--- config.mk ---
export PLATFORM = sky130hd
export DESIGN_NAME = fixed_block_pool_allocator_core
export DESIGN_NICKNAME = d
export VERILOG_FILES = /design/src/rtl/fbpa_pkg.sv /design/src/rtl/fbpa_cell.sv /design/src/rtl/fbpa_ring.sv /design/src/rtl/fixed_block_pool_allocator_core.sv
export SDC_FILE = /design/constraint.sdc
export NUM_CORES = 1
export LEC_CHECK = 0
export BUFFER_PORTS_ARGS = -buffer_cell sky130_fd_sc_hd__buf_2
export CAP_MARGIN = 10
export CORE_ASPECT_RATIO = 0.8
export CORE_MARGIN = 10
export CORE_UTILIZATION = 52
export DETAILED_ROUTE_END_ITERATION = 10
export PLACE_DENSITY = 0.75
export SLEW_MARGIN = 20
export SYNTH_ARGS = -nofsm -noshare
export SYNTH_HDL_FRONTEND = slang
export SYNTH_SLANG_ARGS = --single-unit
export TNS_END_PERCENT = 30
--- constraint.sdc ---
create_clock -name i_clk -period 5.25 [get_ports i_clk]
set_input_delay 0.525 -clock i_clk [delete_from_list [all_inputs] [get_ports i_clk]]
set_output_delay 0.525 -clock i_clk [all_outputs]
set_load 0.1 [all_outputs]
--- src/rtl/fbpa_pkg.sv ---
package fbpa_pkg;

    // fixed field widths of the request and result ports
    localparam int OPCODE_W = 2;
    localparam int INDEX_W  = 6;
    localparam int STATUS_W = 2;
    localparam int COUNT_W  = 7;

    // pool size defaults
    localparam int DEF_POOL_BLOCKS   = 64;
    localparam int RST_BLOCK_COUNT   = 64;

    // request opcodes
    localparam logic [OPCODE_W-1:0] OP_ALLOC   = 2'd0;
    localparam logic [OPCODE_W-1:0] OP_RELEASE = 2'd1;
    localparam logic [OPCODE_W-1:0] OP_REINIT  = 2'd2;
    localparam logic [OPCODE_W-1:0] OP_NOP     = 2'd3;

    // result status codes
    localparam logic [STATUS_W-1:0] ST_OK        = 2'd0;
    localparam logic [STATUS_W-1:0] ST_EMPTY     = 2'd1;
    localparam logic [STATUS_W-1:0] ST_BAD_INDEX = 2'd2;

endpackage

--- src/rtl/fbpa_cell.sv ---
module fbpa_cell import fbpa_pkg::*; #(
    parameter int LINK_W = 7
) (
    input  logic              i_clk,
    input  logic [LINK_W-1:0] i_shift_in,
    input  logic              i_load,
    input  logic [LINK_W-1:0] i_load_data,
    output logic [LINK_W-1:0] o_link
);

    logic [LINK_W-1:0] r_link;

    // take the neighbor's link every cycle, or a new one when loaded
    always_ff @(posedge i_clk) begin
        r_link <= i_load ? i_load_data : i_shift_in;
    end

    assign o_link = r_link;

endmodule

--- src/rtl/fbpa_ring.sv ---
module fbpa_ring import fbpa_pkg::*; #(
    parameter int POOL_BLOCKS = DEF_POOL_BLOCKS,
    parameter int LINK_W      = $clog2(POOL_BLOCKS + 1),
    parameter int SLOT_W      = (POOL_BLOCKS > 1) ? $clog2(POOL_BLOCKS) : 1
) (
    input  logic              i_clk,
    input  logic              i_rst_n,
    input  logic              i_wr_en,
    input  logic [LINK_W-1:0] i_wr_data,
    output logic [SLOT_W-1:0] o_slot,
    output logic [LINK_W-1:0] o_link
);

    localparam logic [SLOT_W-1:0] LAST_SLOT = SLOT_W'(POOL_BLOCKS - 1);

    logic [LINK_W-1:0] w_link [POOL_BLOCKS];
    logic [SLOT_W-1:0] r_slot;
    logic [SLOT_W-1:0] n_slot;

    // ring of link cells, rotating one place toward cell 0 each cycle
    for (genvar k = 0; k < POOL_BLOCKS; k++) begin : g_cell
        if (k == POOL_BLOCKS - 1) begin : g_tail
            fbpa_cell #(.LINK_W(LINK_W)) u_cell (
                .i_clk       (i_clk),
                .i_shift_in  (w_link[0]),
                .i_load      (i_wr_en),
                .i_load_data (i_wr_data),
                .o_link      (w_link[k])
            );
        end else begin : g_body
            fbpa_cell #(.LINK_W(LINK_W)) u_cell (
                .i_clk       (i_clk),
                .i_shift_in  (w_link[k+1]),
                .i_load      (1'b0),
                .i_load_data (i_wr_data),
                .o_link      (w_link[k])
            );
        end
    end

    // block index whose link sits in cell 0
    always_comb begin
        if (r_slot == LAST_SLOT) begin
            n_slot = '0;
        end else begin
            n_slot = r_slot + SLOT_W'(1);
        end
    end

    always_ff @(posedge i_clk) begin
        if (!i_rst_n) begin
            r_slot <= '0;
        end else begin
            r_slot <= n_slot;
        end
    end

    assign o_slot = r_slot;
    assign o_link = w_link[0];

    a_slot_range: assert property (@(posedge i_clk) disable iff (!i_rst_n)
        ({1'b0, r_slot} < (SLOT_W + 1)'(POOL_BLOCKS)))
        else $error("ring slot beyond pool");

endmodule

--- src/rtl/fixed_block_pool_allocator_core.sv ---
// fixed-size block pool allocator, last-in-first-out free list of block indices
//
// request channel: i_start with i_opcode / i_block_index, taken when o_busy is low.
//   allocate pops a block, release pushes one back, reinitialize frees the whole
//   pool using the latched block count (saturated to POOL_BLOCKS).
// result channel: o_done strobes for one cycle with o_status, o_granted_block and
//   o_free_count; there is no back-pressure, the receiver takes every result.
// config channel: i_cfg_valid / o_cfg_ready / i_cfg_data writes block_count,
//   which takes effect at the next reinitialize; o_cfg_ready is always high.
// request handling: a request that needs no link access (allocate from untouched
//   blocks, any rejected request, reinitialize, unused opcode) reports in the cycle
//   after it is taken. a list pop or push waits for the block's link cell to rotate
//   into the access point of the ring; the ring of POOL_BLOCKS link cells advances
//   one place per cycle.
// one request is handled at a time; o_busy stays high until its result strobes.
// reset: pool of 64 blocks (capped at POOL_BLOCKS), all untouched, list empty.
//   link cells need no clearing, a link is read only after its block was pushed.
module fixed_block_pool_allocator_core import fbpa_pkg::*; #(
    parameter int POOL_BLOCKS = DEF_POOL_BLOCKS
) (
    input  logic                i_clk,
    input  logic                i_rst_n,
    input  logic                i_start,
    output logic                o_busy,
    input  logic [OPCODE_W-1:0] i_opcode,
    input  logic [INDEX_W-1:0]  i_block_index,
    output logic                o_done,
    output logic [STATUS_W-1:0] o_status,
    output logic [INDEX_W-1:0]  o_granted_block,
    output logic [COUNT_W-1:0]  o_free_count,
    input  logic                i_cfg_valid,
    output logic                o_cfg_ready,
    input  logic [COUNT_W-1:0]  i_cfg_data
);

    // head / count width holds 0..POOL_BLOCKS, the top value is the empty marker
    localparam int LINK_W = $clog2(POOL_BLOCKS + 1);
    localparam int SLOT_W = (POOL_BLOCKS > 1) ? $clog2(POOL_BLOCKS) : 1;
    localparam int CMP_W  = (LINK_W > COUNT_W) ? LINK_W : COUNT_W;

    localparam logic [LINK_W-1:0] LIST_EMPTY = LINK_W'(POOL_BLOCKS);
    localparam logic [CMP_W-1:0]  POOL_CMP   = CMP_W'(POOL_BLOCKS);
    localparam int RST_POOL = (RST_BLOCK_COUNT > POOL_BLOCKS) ? POOL_BLOCKS
                                                              : RST_BLOCK_COUNT;

    // sequencer states
    localparam logic [1:0] S_IDLE    = 2'd0;
    localparam logic [1:0] S_WAIT_RD = 2'd1;
    localparam logic [1:0] S_WAIT_WR = 2'd2;

    logic [1:0]          r_state,     n_state;
    logic [COUNT_W-1:0]  r_block_count;
    logic [LINK_W-1:0]   r_pool_size, n_pool_size;
    logic [LINK_W-1:0]   r_untouched, n_untouched;
    logic [LINK_W-1:0]   r_free,      n_free;
    logic [LINK_W-1:0]   r_head,      n_head;
    logic [SLOT_W-1:0]   r_target,    n_target;
    logic                r_done,      n_done;
    logic [STATUS_W-1:0] r_status,    n_status;
    logic [LINK_W-1:0]   r_granted,   n_granted;

    logic                w_accept;
    logic                w_hit;
    logic                w_wr_en;
    logic [SLOT_W-1:0]   w_slot;
    logic [LINK_W-1:0]   w_link;
    logic [CMP_W-1:0]    w_bc_ext;
    logic [LINK_W-1:0]   w_bc_sat;
    logic [CMP_W-1:0]    w_idx_ext;
    logic [CMP_W-1:0]    w_grant_ext;
    logic [CMP_W-1:0]    w_free_ext;
    logic                w_bad_index;

    fbpa_ring #(
        .POOL_BLOCKS (POOL_BLOCKS),
        .LINK_W      (LINK_W),
        .SLOT_W      (SLOT_W)
    ) u_ring (
        .i_clk     (i_clk),
        .i_rst_n   (i_rst_n),
        .i_wr_en   (w_wr_en),
        .i_wr_data (r_head),
        .o_slot    (w_slot),
        .o_link    (w_link)
    );

    assign w_accept = i_start && (r_state == S_IDLE);
    assign w_hit    = (w_slot == r_target);
    // a push lands in the tail cell just as the block's old link leaves cell 0
    assign w_wr_en  = (r_state == S_WAIT_WR) && w_hit;

    // configured block count capped at the pool capacity
    assign w_bc_ext = CMP_W'(r_block_count);
    assign w_bc_sat = (w_bc_ext > POOL_CMP) ? LIST_EMPTY : LINK_W'(r_block_count);

    // release rejected: beyond the pool, or pool already all free (duplicate)
    assign w_idx_ext   = CMP_W'(i_block_index);
    assign w_bad_index = (w_idx_ext >= CMP_W'(r_pool_size)) || (w_idx_ext >= POOL_CMP)
                         || (r_free >= r_pool_size);

    always_comb begin
        n_state     = r_state;
        n_pool_size = r_pool_size;
        n_untouched = r_untouched;
        n_free      = r_free;
        n_head      = r_head;
        n_target    = r_target;
        n_done      = 1'b0;
        n_status    = r_status;
        n_granted   = r_granted;
        unique case (r_state)
            S_IDLE: begin
                if (w_accept) begin
                    n_status  = ST_OK;
                    n_granted = '0;
                    unique case (i_opcode)
                        OP_ALLOC: begin
                            if (r_free == '0) begin
                                n_status = ST_EMPTY;
                                n_done   = 1'b1;
                            end else if (r_head != LIST_EMPTY) begin
                                // pop from the released list, wait for its link
                                n_target = r_head[SLOT_W-1:0];
                                n_state  = S_WAIT_RD;
                            end else if (r_untouched != '0) begin
                                n_untouched = r_untouched - LINK_W'(1);
                                n_granted   = r_untouched - LINK_W'(1);
                                n_free      = r_free - LINK_W'(1);
                                n_done      = 1'b1;
                            end else begin
                                // list cut short by duplicate releases
                                n_status = ST_EMPTY;
                                n_done   = 1'b1;
                            end
                        end
                        OP_RELEASE: begin
                            if (w_bad_index) begin
                                n_status = ST_BAD_INDEX;
                                n_done   = 1'b1;
                            end else begin
                                n_target = i_block_index[SLOT_W-1:0];
                                n_state  = S_WAIT_WR;
                            end
                        end
                        OP_REINIT: begin
                            n_pool_size = w_bc_sat;
                            n_untouched = w_bc_sat;
                            n_free      = w_bc_sat;
                            n_head      = LIST_EMPTY;
                            n_done      = 1'b1;
                        end
                        default: begin
                            // unused opcode: no change, status ok
                            n_done = 1'b1;
                        end
                    endcase
                end
            end
            S_WAIT_RD: begin
                if (w_hit) begin
                    n_granted = LINK_W'(r_target);
                    n_head    = w_link;
                    n_free    = r_free - LINK_W'(1);
                    n_done    = 1'b1;
                    n_state   = S_IDLE;
                end
            end
            S_WAIT_WR: begin
                if (w_hit) begin
                    n_head  = LINK_W'(r_target);
                    n_free  = r_free + LINK_W'(1);
                    n_done  = 1'b1;
                    n_state = S_IDLE;
                end
            end
            default: begin
                n_state = S_IDLE;
            end
        endcase
    end

    always_ff @(posedge i_clk) begin
        if (!i_rst_n) begin
            r_state       <= S_IDLE;
            r_block_count <= COUNT_W'(RST_BLOCK_COUNT);
            r_pool_size   <= LINK_W'(RST_POOL);
            r_untouched   <= LINK_W'(RST_POOL);
            r_free        <= LINK_W'(RST_POOL);
            r_head        <= LIST_EMPTY;
            r_target      <= '0;
            r_done        <= 1'b0;
        end else begin
            r_state     <= n_state;
            r_pool_size <= n_pool_size;
            r_untouched <= n_untouched;
            r_free      <= n_free;
            r_head      <= n_head;
            r_target    <= n_target;
            r_done      <= n_done;
            if (i_cfg_valid && o_cfg_ready) begin
                r_block_count <= i_cfg_data;
            end
        end
    end

    // result fields, valid with the done strobe
    always_ff @(posedge i_clk) begin
        r_status  <= n_status;
        r_granted <= n_granted;
    end

    assign w_grant_ext = CMP_W'(r_granted);
    assign w_free_ext  = CMP_W'(r_free);

    assign o_busy          = (r_state != S_IDLE);
    assign o_done          = r_done;
    assign o_status        = r_status;
    assign o_granted_block = w_grant_ext[INDEX_W-1:0];
    assign o_free_count    = w_free_ext[COUNT_W-1:0];
    assign o_cfg_ready     = 1'b1;

    a_done_idle: assert property (@(posedge i_clk) disable iff (!i_rst_n)
        o_done |-> !o_busy)
        else $error("result strobed while a request is still in flight");

    a_free_bound: assert property (@(posedge i_clk) disable iff (!i_rst_n)
        r_free <= r_pool_size)
        else $error("free count above pool size");

    a_quick_ops: assert property (@(posedge i_clk) disable iff (!i_rst_n)
        (i_start && !o_busy && (i_opcode == OP_REINIT || i_opcode == OP_NOP))
        |=> (o_done && !o_busy))
        else $error("reinitialize or unused opcode did not finish in one cycle");

    a_wait_stable: assert property (@(posedge i_clk) disable iff (!i_rst_n)
        (o_busy && !w_hit) |=> ($stable(r_free) && $stable(r_head) && !o_done))
        else $error("list state moved while waiting for the link cell");

endmodule

==> out/qor.yml, run 1 <==
status: "complete, no violations"
viasPerCell: 4.792
io_pins: 37
rsz0062_at_grt: "false"
first_iter_violations: 483
post-route-min-period_ps: 2542
place.gp.congestion: 0.9057
crit_arrival_ps: 3010
slew_headroom_pct: 37.50
crit_family: "compound AO/OA/AOI/OAI gates"
post-dp-hpwl_um: 11020
power.density_mw_per_mm2: 515.5
initial_core_util_pct: 53.31
fill_cells: 1766
leakagePower_nw: 5.810
grt_pass1_wl_um: 31740
wl_met3_um: 1256
overflow: 0
slew_violations: 0
die_y_um: 159.3
final_nets: 974
path_cells: "inv_1 -> ha_1 -> nand2b_1 -> a211o_1 -> a221oi_1 -> nand2_1 -> nor3_2 -> a221o_1"
drc: 0
ant_nets: 0
grt_pass1_vias: 5995
tns_ps: 0
h-tree-depth: 2
path_buf_inv: 1
drive_gt1_share_pct: 12.71
cts_resized: 0
num_vias: 6096
yosysSeqAreaShare_pct: 80.98
tightest_slew_ps: 937.5
coreArea_mm2: 0.02365
diodes: 0
synth-warning-count: 0
grt_max_degree: 28
cts_hold_buf: 0
syn_inst: 876
clk_pin_slew_ps: 70
critPathMaxFanout: 9
crit_path_end_kind: "flip-flop"
setup_violations: 0
syn_area_mm2: 0.01261
syn_nets: 918
hold_path.class: "input pin to flip-flop"
routed_wl_um: 19100
rows: 50
clockBufferDepth: 3
synth_area_per_cell_um2: 14.39
ys_ff_latch: 506
dr.max_layer_used: "met4"
cts_sinks: 506
ir_drop_mv: 0.4921
required_ps: 5710
die_area_mm2: 0.03091
wl_met1_um: 9905
skew_ps: 14.25
cts-root-buf: "clkbuf_16"
synthArstFlopShare_pct: 0
die_w_um: 194.1
final_hold_viol_count: 0
startpoint_type: "flip-flop"
port_buffers: 35
dr.pass1.iters: 7
ys.flop_type: "dfxtp_1"
cts_made_buffers: 41
antenna_found_initial: 0
post_cts_buffers: 0
clock.fmax_mhz: 393.3
wl_per_cell_um: 15.01
holdWs_ps: 234.0
met2_wirelength_um: 7531
synth_edf_count: 8
final_common_cell: "dfxtp_1"
maxCapViolations: 0
area_delta_synth_final_pct: 14.35
cts_tree: "yes"
layout_common_cells: "dfxtp_1 (498), nand2_1 (51), nor2_1 (46)"
slowest_stage: "dfxtp_1"
slowest_delay_ps: 530
clkLatencyLatePin_ps: 520
grt_usage_pct: 12.24
ys_types: 67
worstSetupPathType: "flip-flop to flip-flop"
fin_crit_sh_pct: 48.43
-- where the power goes --
part	leakage, nW	internal (W)	switching, W
registers	4.10	0.00389	0.0000487
logic	1.05	0.000138	0.000315
clock network	0.668	0.00174	0.00130
-- kinds of logic (layout without fill, tap and decap cells) --
group | after synthesis | count (layout) | synth area share, %
compound gates | 108 | 108 | 6.005
xor+xnor | 19 | 19 | 1.320
fa+ha+maj | 23 | 23 | 2.283
buf+inv | 44 | 128 | 1.548
flops | 506 | 506 | 80.98
mux | 17 | 17 | 1.419
other cells | 1 | 1 | 0.02975
simple gates | 158 | 158 | 6.411
-- per-layer routing --
layer / vias up / track usage, %
met4: 0 / 4.155
li1: 3043 / -
met3: 36 / 3.342
met2: 180 / 16.31
met1: 2837 / 18.43
met5: - / 0
-- final cells by class --
type | instances | area [um^2] | area share [%]
Inverter | 21 | 78.83 | 0.5468
Timing Repair Buffer | 36 | 182.7 | 1.267
Sequential cell | 506 | 10210 | 70.82
Tap cell | 312 | 390.4 | 2.708
Clock inverter | 17 | 206.4 | 1.432
Clock buffer | 54 | 1146 | 7.950
Multi-Input combinational cell | 326 | 2202 | 15.28
-- registers in the layout, summed over array words and instances, names as in the netlist --
name	flops
u_ring.g_cell.g_tail.u_cell.o_link	7
u_ring.g_cell.g_body.u_cell.o_link	441
r_state	2
u_ring.o_slot	6
r_granted	6
o_status	2
r_pool_size	7
r_head	7
r_target	6
r_block_count	7
o_done	1
r_untouched	7
o_free_count	7
-- metrics by stage --
stage	setup slack [ps]	total power [W]	instance area, um^2	utilization [%]	std cells
after floorplan	2263	0.004377	12610	-	876
after global placement	2808	0.004468	13060	55.24	1201
after detailed placement	2744	0.004470	13060	55.24	1201
after CTS	2730	0.007500	14420	60.96	1272
after global routing	2495	0.007696	14420	60.96	1272
final	2708	0.007431	14420	60.96	1272
-- synth_stat cells (3+ instances only) --
cell type | number | area share [%]
mux2i_1 | 10 | 0.79
buf_4 | 5 | 0.30
a211oi_1 | 6 | 0.36
edfxtp_1 | 8 | 1.9
o211ai_1 | 5 | 0.30
and3_1 | 7 | 0.35
nor3_1 | 5 | 0.20
mux2_2 | 7 | 0.63
nor2_1 | 46 | 1.4
nand2_1 | 51 | 1.5
xor2_1 | 9 | 0.63
or3b_2 | 4 | 0.28
inv_1 | 21 | 0.63
nand3_1 | 12 | 0.48
a22oi_1 | 8 | 0.48
o21ai_0 | 21 | 0.83
ha_1 | 23 | 2.3
xnor2_1 | 10 | 0.69
a221o_1 | 9 | 0.71
nand2b_1 | 6 | 0.30
buf_2 | 3 | 0.12
o221ai_1 | 3 | 0.21
clkbuf_1 | 13 | 0.39
dfxtp_1 | 498 | 79
a21oi_1 | 28 | 1.1
nor2b_1 | 6 | 0.30
-- path summary, 6_finish.rpt --
check | endpoint | cells past startpoint | slack (ps) | start
max reg2reg | r_target[3] | 8 | 2710 | o_free_count[0]
max | r_target[3] | 8 | 2710 | o_free_count[0]
min | r_block_count[6] | 3 | 230 | i_cfg_data[6]
min reg2reg | u_ring.g_cell[17].g_body.u_cell.o_link[3] | 0 | 320 | u_ring.g_cell[18].g_body.u_cell.o_link[3]
-- worst register-to-register path: cells and delay by family (launching register included) --
kind            cells  cell delay (ps)
compound gates      3              870
fa+ha+maj           1              310
buf+inv             1              160
flops               1              530
simple gates        3              610
(Power assumes the default switching activity.)
==> run 2, diff against run 1 <==
- clock period: 5.25 -> 2.51 ns (I/O delays scaled with it)
==> out/qor.yml, run 2 (synthesized netlist as in run 1, its figures left out) <==
fill_cells: 1746
path_cells: "inv_1 -> ha_1 -> a221o_1 -> a311oi_1 -> buf_4 -> nand2_1 -> o2bb2ai_1 -> a221o_1"
slowest_stage: "a221o_1"
power.density_mw_per_mm2: 1072
ir_drop_mv: 0.6366
port_buffers: 35
rows: 50
clock.fmax_mhz: 432.0
grt_pass1_wl_um: 32180
cts_tree: "yes"
status: "complete, no violations"
tns_ps: 0
fin_crit_sh_pct: 92.23
cts_made_buffers: 41
post-route-min-period_ps: 2315
overflow: 0
grt_usage_pct: 12.44
crit_path_end_kind: "flip-flop"
final_common_cell: "dfxtp_1"
post-route-util_pct: 62.00
cts-root-buf: "clkbuf_16"
holdPathStages: 2
critPathMaxFanout: 5
crit_family: "compound AO/OA/AOI/OAI gates"
startpoint_type: "flip-flop"
dr.pass1.iters: 5
die_w_um: 194.1
maxCapViolations: 0
area_delta_synth_final_pct: 16.30
num_vias: 6159
tightest_slew_ps: 752.4
slew_headroom_pct: 49.84
io_pins: 37
ant_nets: 0
r2r_end: "r_target[5]"
coreArea_mm2: 0.02365
cts_sinks: 506
reg2reg_depth: 8
rsz0062_at_grt: "false"
diodes: 0
clockBufferDepth: 3
antenna_found_initial: 0
h-tree-depth: 2
initial_core_util_pct: 53.31
setup_violations: 0
crit_top_cell: "a221o_1"
worstSetupPathType: "flip-flop to flip-flop"
crit_arrival_ps: 2710
routed_wl_um: 19230
required_ps: 2910
clk_pin_slew_ps: 60
path_buf_inv: 2
clkLatencyLatePin_ps: 530
drc: 0
post-dp-hpwl_um: 11530
leakagePower_nw: 5.935
slowest_delay_ps: 400
place.gp.congestion: 0.8947
drive_gt1_share_pct: 14.37
min_from: "i_block_index[4]"
viasPerCell: 4.763
skew_ps: 22.84
wl_per_cell_um: 14.87
largest_reg_flops: 441
final_hold_viol_count: 0
layout_common_cells: "dfxtp_1 (492), nand2_1 (51), nor2_1 (46)"
hold_path.class: "input pin to flip-flop"
final_nets: 994
hold_end: "r_target[4]"
timing.rr.start: "r_pool_size[6]"
grt_max_degree: 25
rrSetupSlack_ps: 200
die_y_um: 159.3
first_iter_violations: 336
die_area_mm2: 0.03091
slew_violations: 0
grt_pass1_vias: 6124
## run 2: cell count changes in the layout (fill, tap and decap cells not counted), sizes merged
cell	delta
inv	-3
dlygate4sd3	+8
clkbuf	+6
buf	+12
clkinv	-2
## run 2: final cells by class
type	instances	area [um^2]	share of cell area [%]
inverters	21	78.83	0.5376
flip-flops and latches	506	10220	69.70
well taps	312	390.4	2.663
repair buffers	56	352.8	2.407
clock buffers	60	1230	8.389
clock inverters	12	187.7	1.280
multi-input cells	326	2202	15.02
## run 2: where the power goes
part           switching (W)  total, W  leakage (nW)  internal, W
combinational       0.000651  0.000964          1.14     0.000314
clock                0.00269   0.00652         0.696      0.00383
sequential         0.0000947   0.00824          4.10      0.00814
## run 2: layer usage
metal  vias to the layer above  global-route usage, %  wire length [um]
li1                       3076                      -                 -
met5                         -                      0                 0
met2                       158                  16.90              7750
met1                      2881                  18.48              9968
met3                        44                  3.195              1061
met4                         0                  4.469               452
## run 2: worst max path at each step
| stage | slack (ps) | end | start | cells past startpoint |
|---|---|---|---|---|
| 6_report | 200 | r_target[5] | r_pool_size[6] | 8 |
| 5_1_grt | 10 | r_target[5] | o_free_count[0] | 8 |
| 4_1_cts | 210 | r_target[5] | r_pool_size[6] | 8 |
| 3_5_place_dp | 230 | r_target[5] | r_pool_size[6] | 8 |
| 3_3_place_gp | 300 | r_target[2] | o_free_count[0] | 8 |
| 2_1_floorplan | 5 | r_target[1] | o_free_count[5] | 6 |
## run 2: what timing repair did
item / 4_1_cts / 5_1_grt
buffers inserted: 0 / 0
hold buffers: 7 / 1
hold endpoints to repair: 7 / 1
gates resized for setup: 0 / 0
## run 2: per-stage QoR
step                cell area (um^2)  instances  worst slack [ps]  hold slack (ps)  total power (W)
CTS                            14650       1292             205.1            3.092          0.01586
detailed placement             13160       1213             233.8            312.1         0.009362
global route                   14660       1293             14.20            19.82          0.01628
floorplan                      12620        876             4.910            309.6         0.009159
global placement               13160       1213             303.7            310.1         0.009350
finish                         14660       1293             195.0            15.57          0.01572
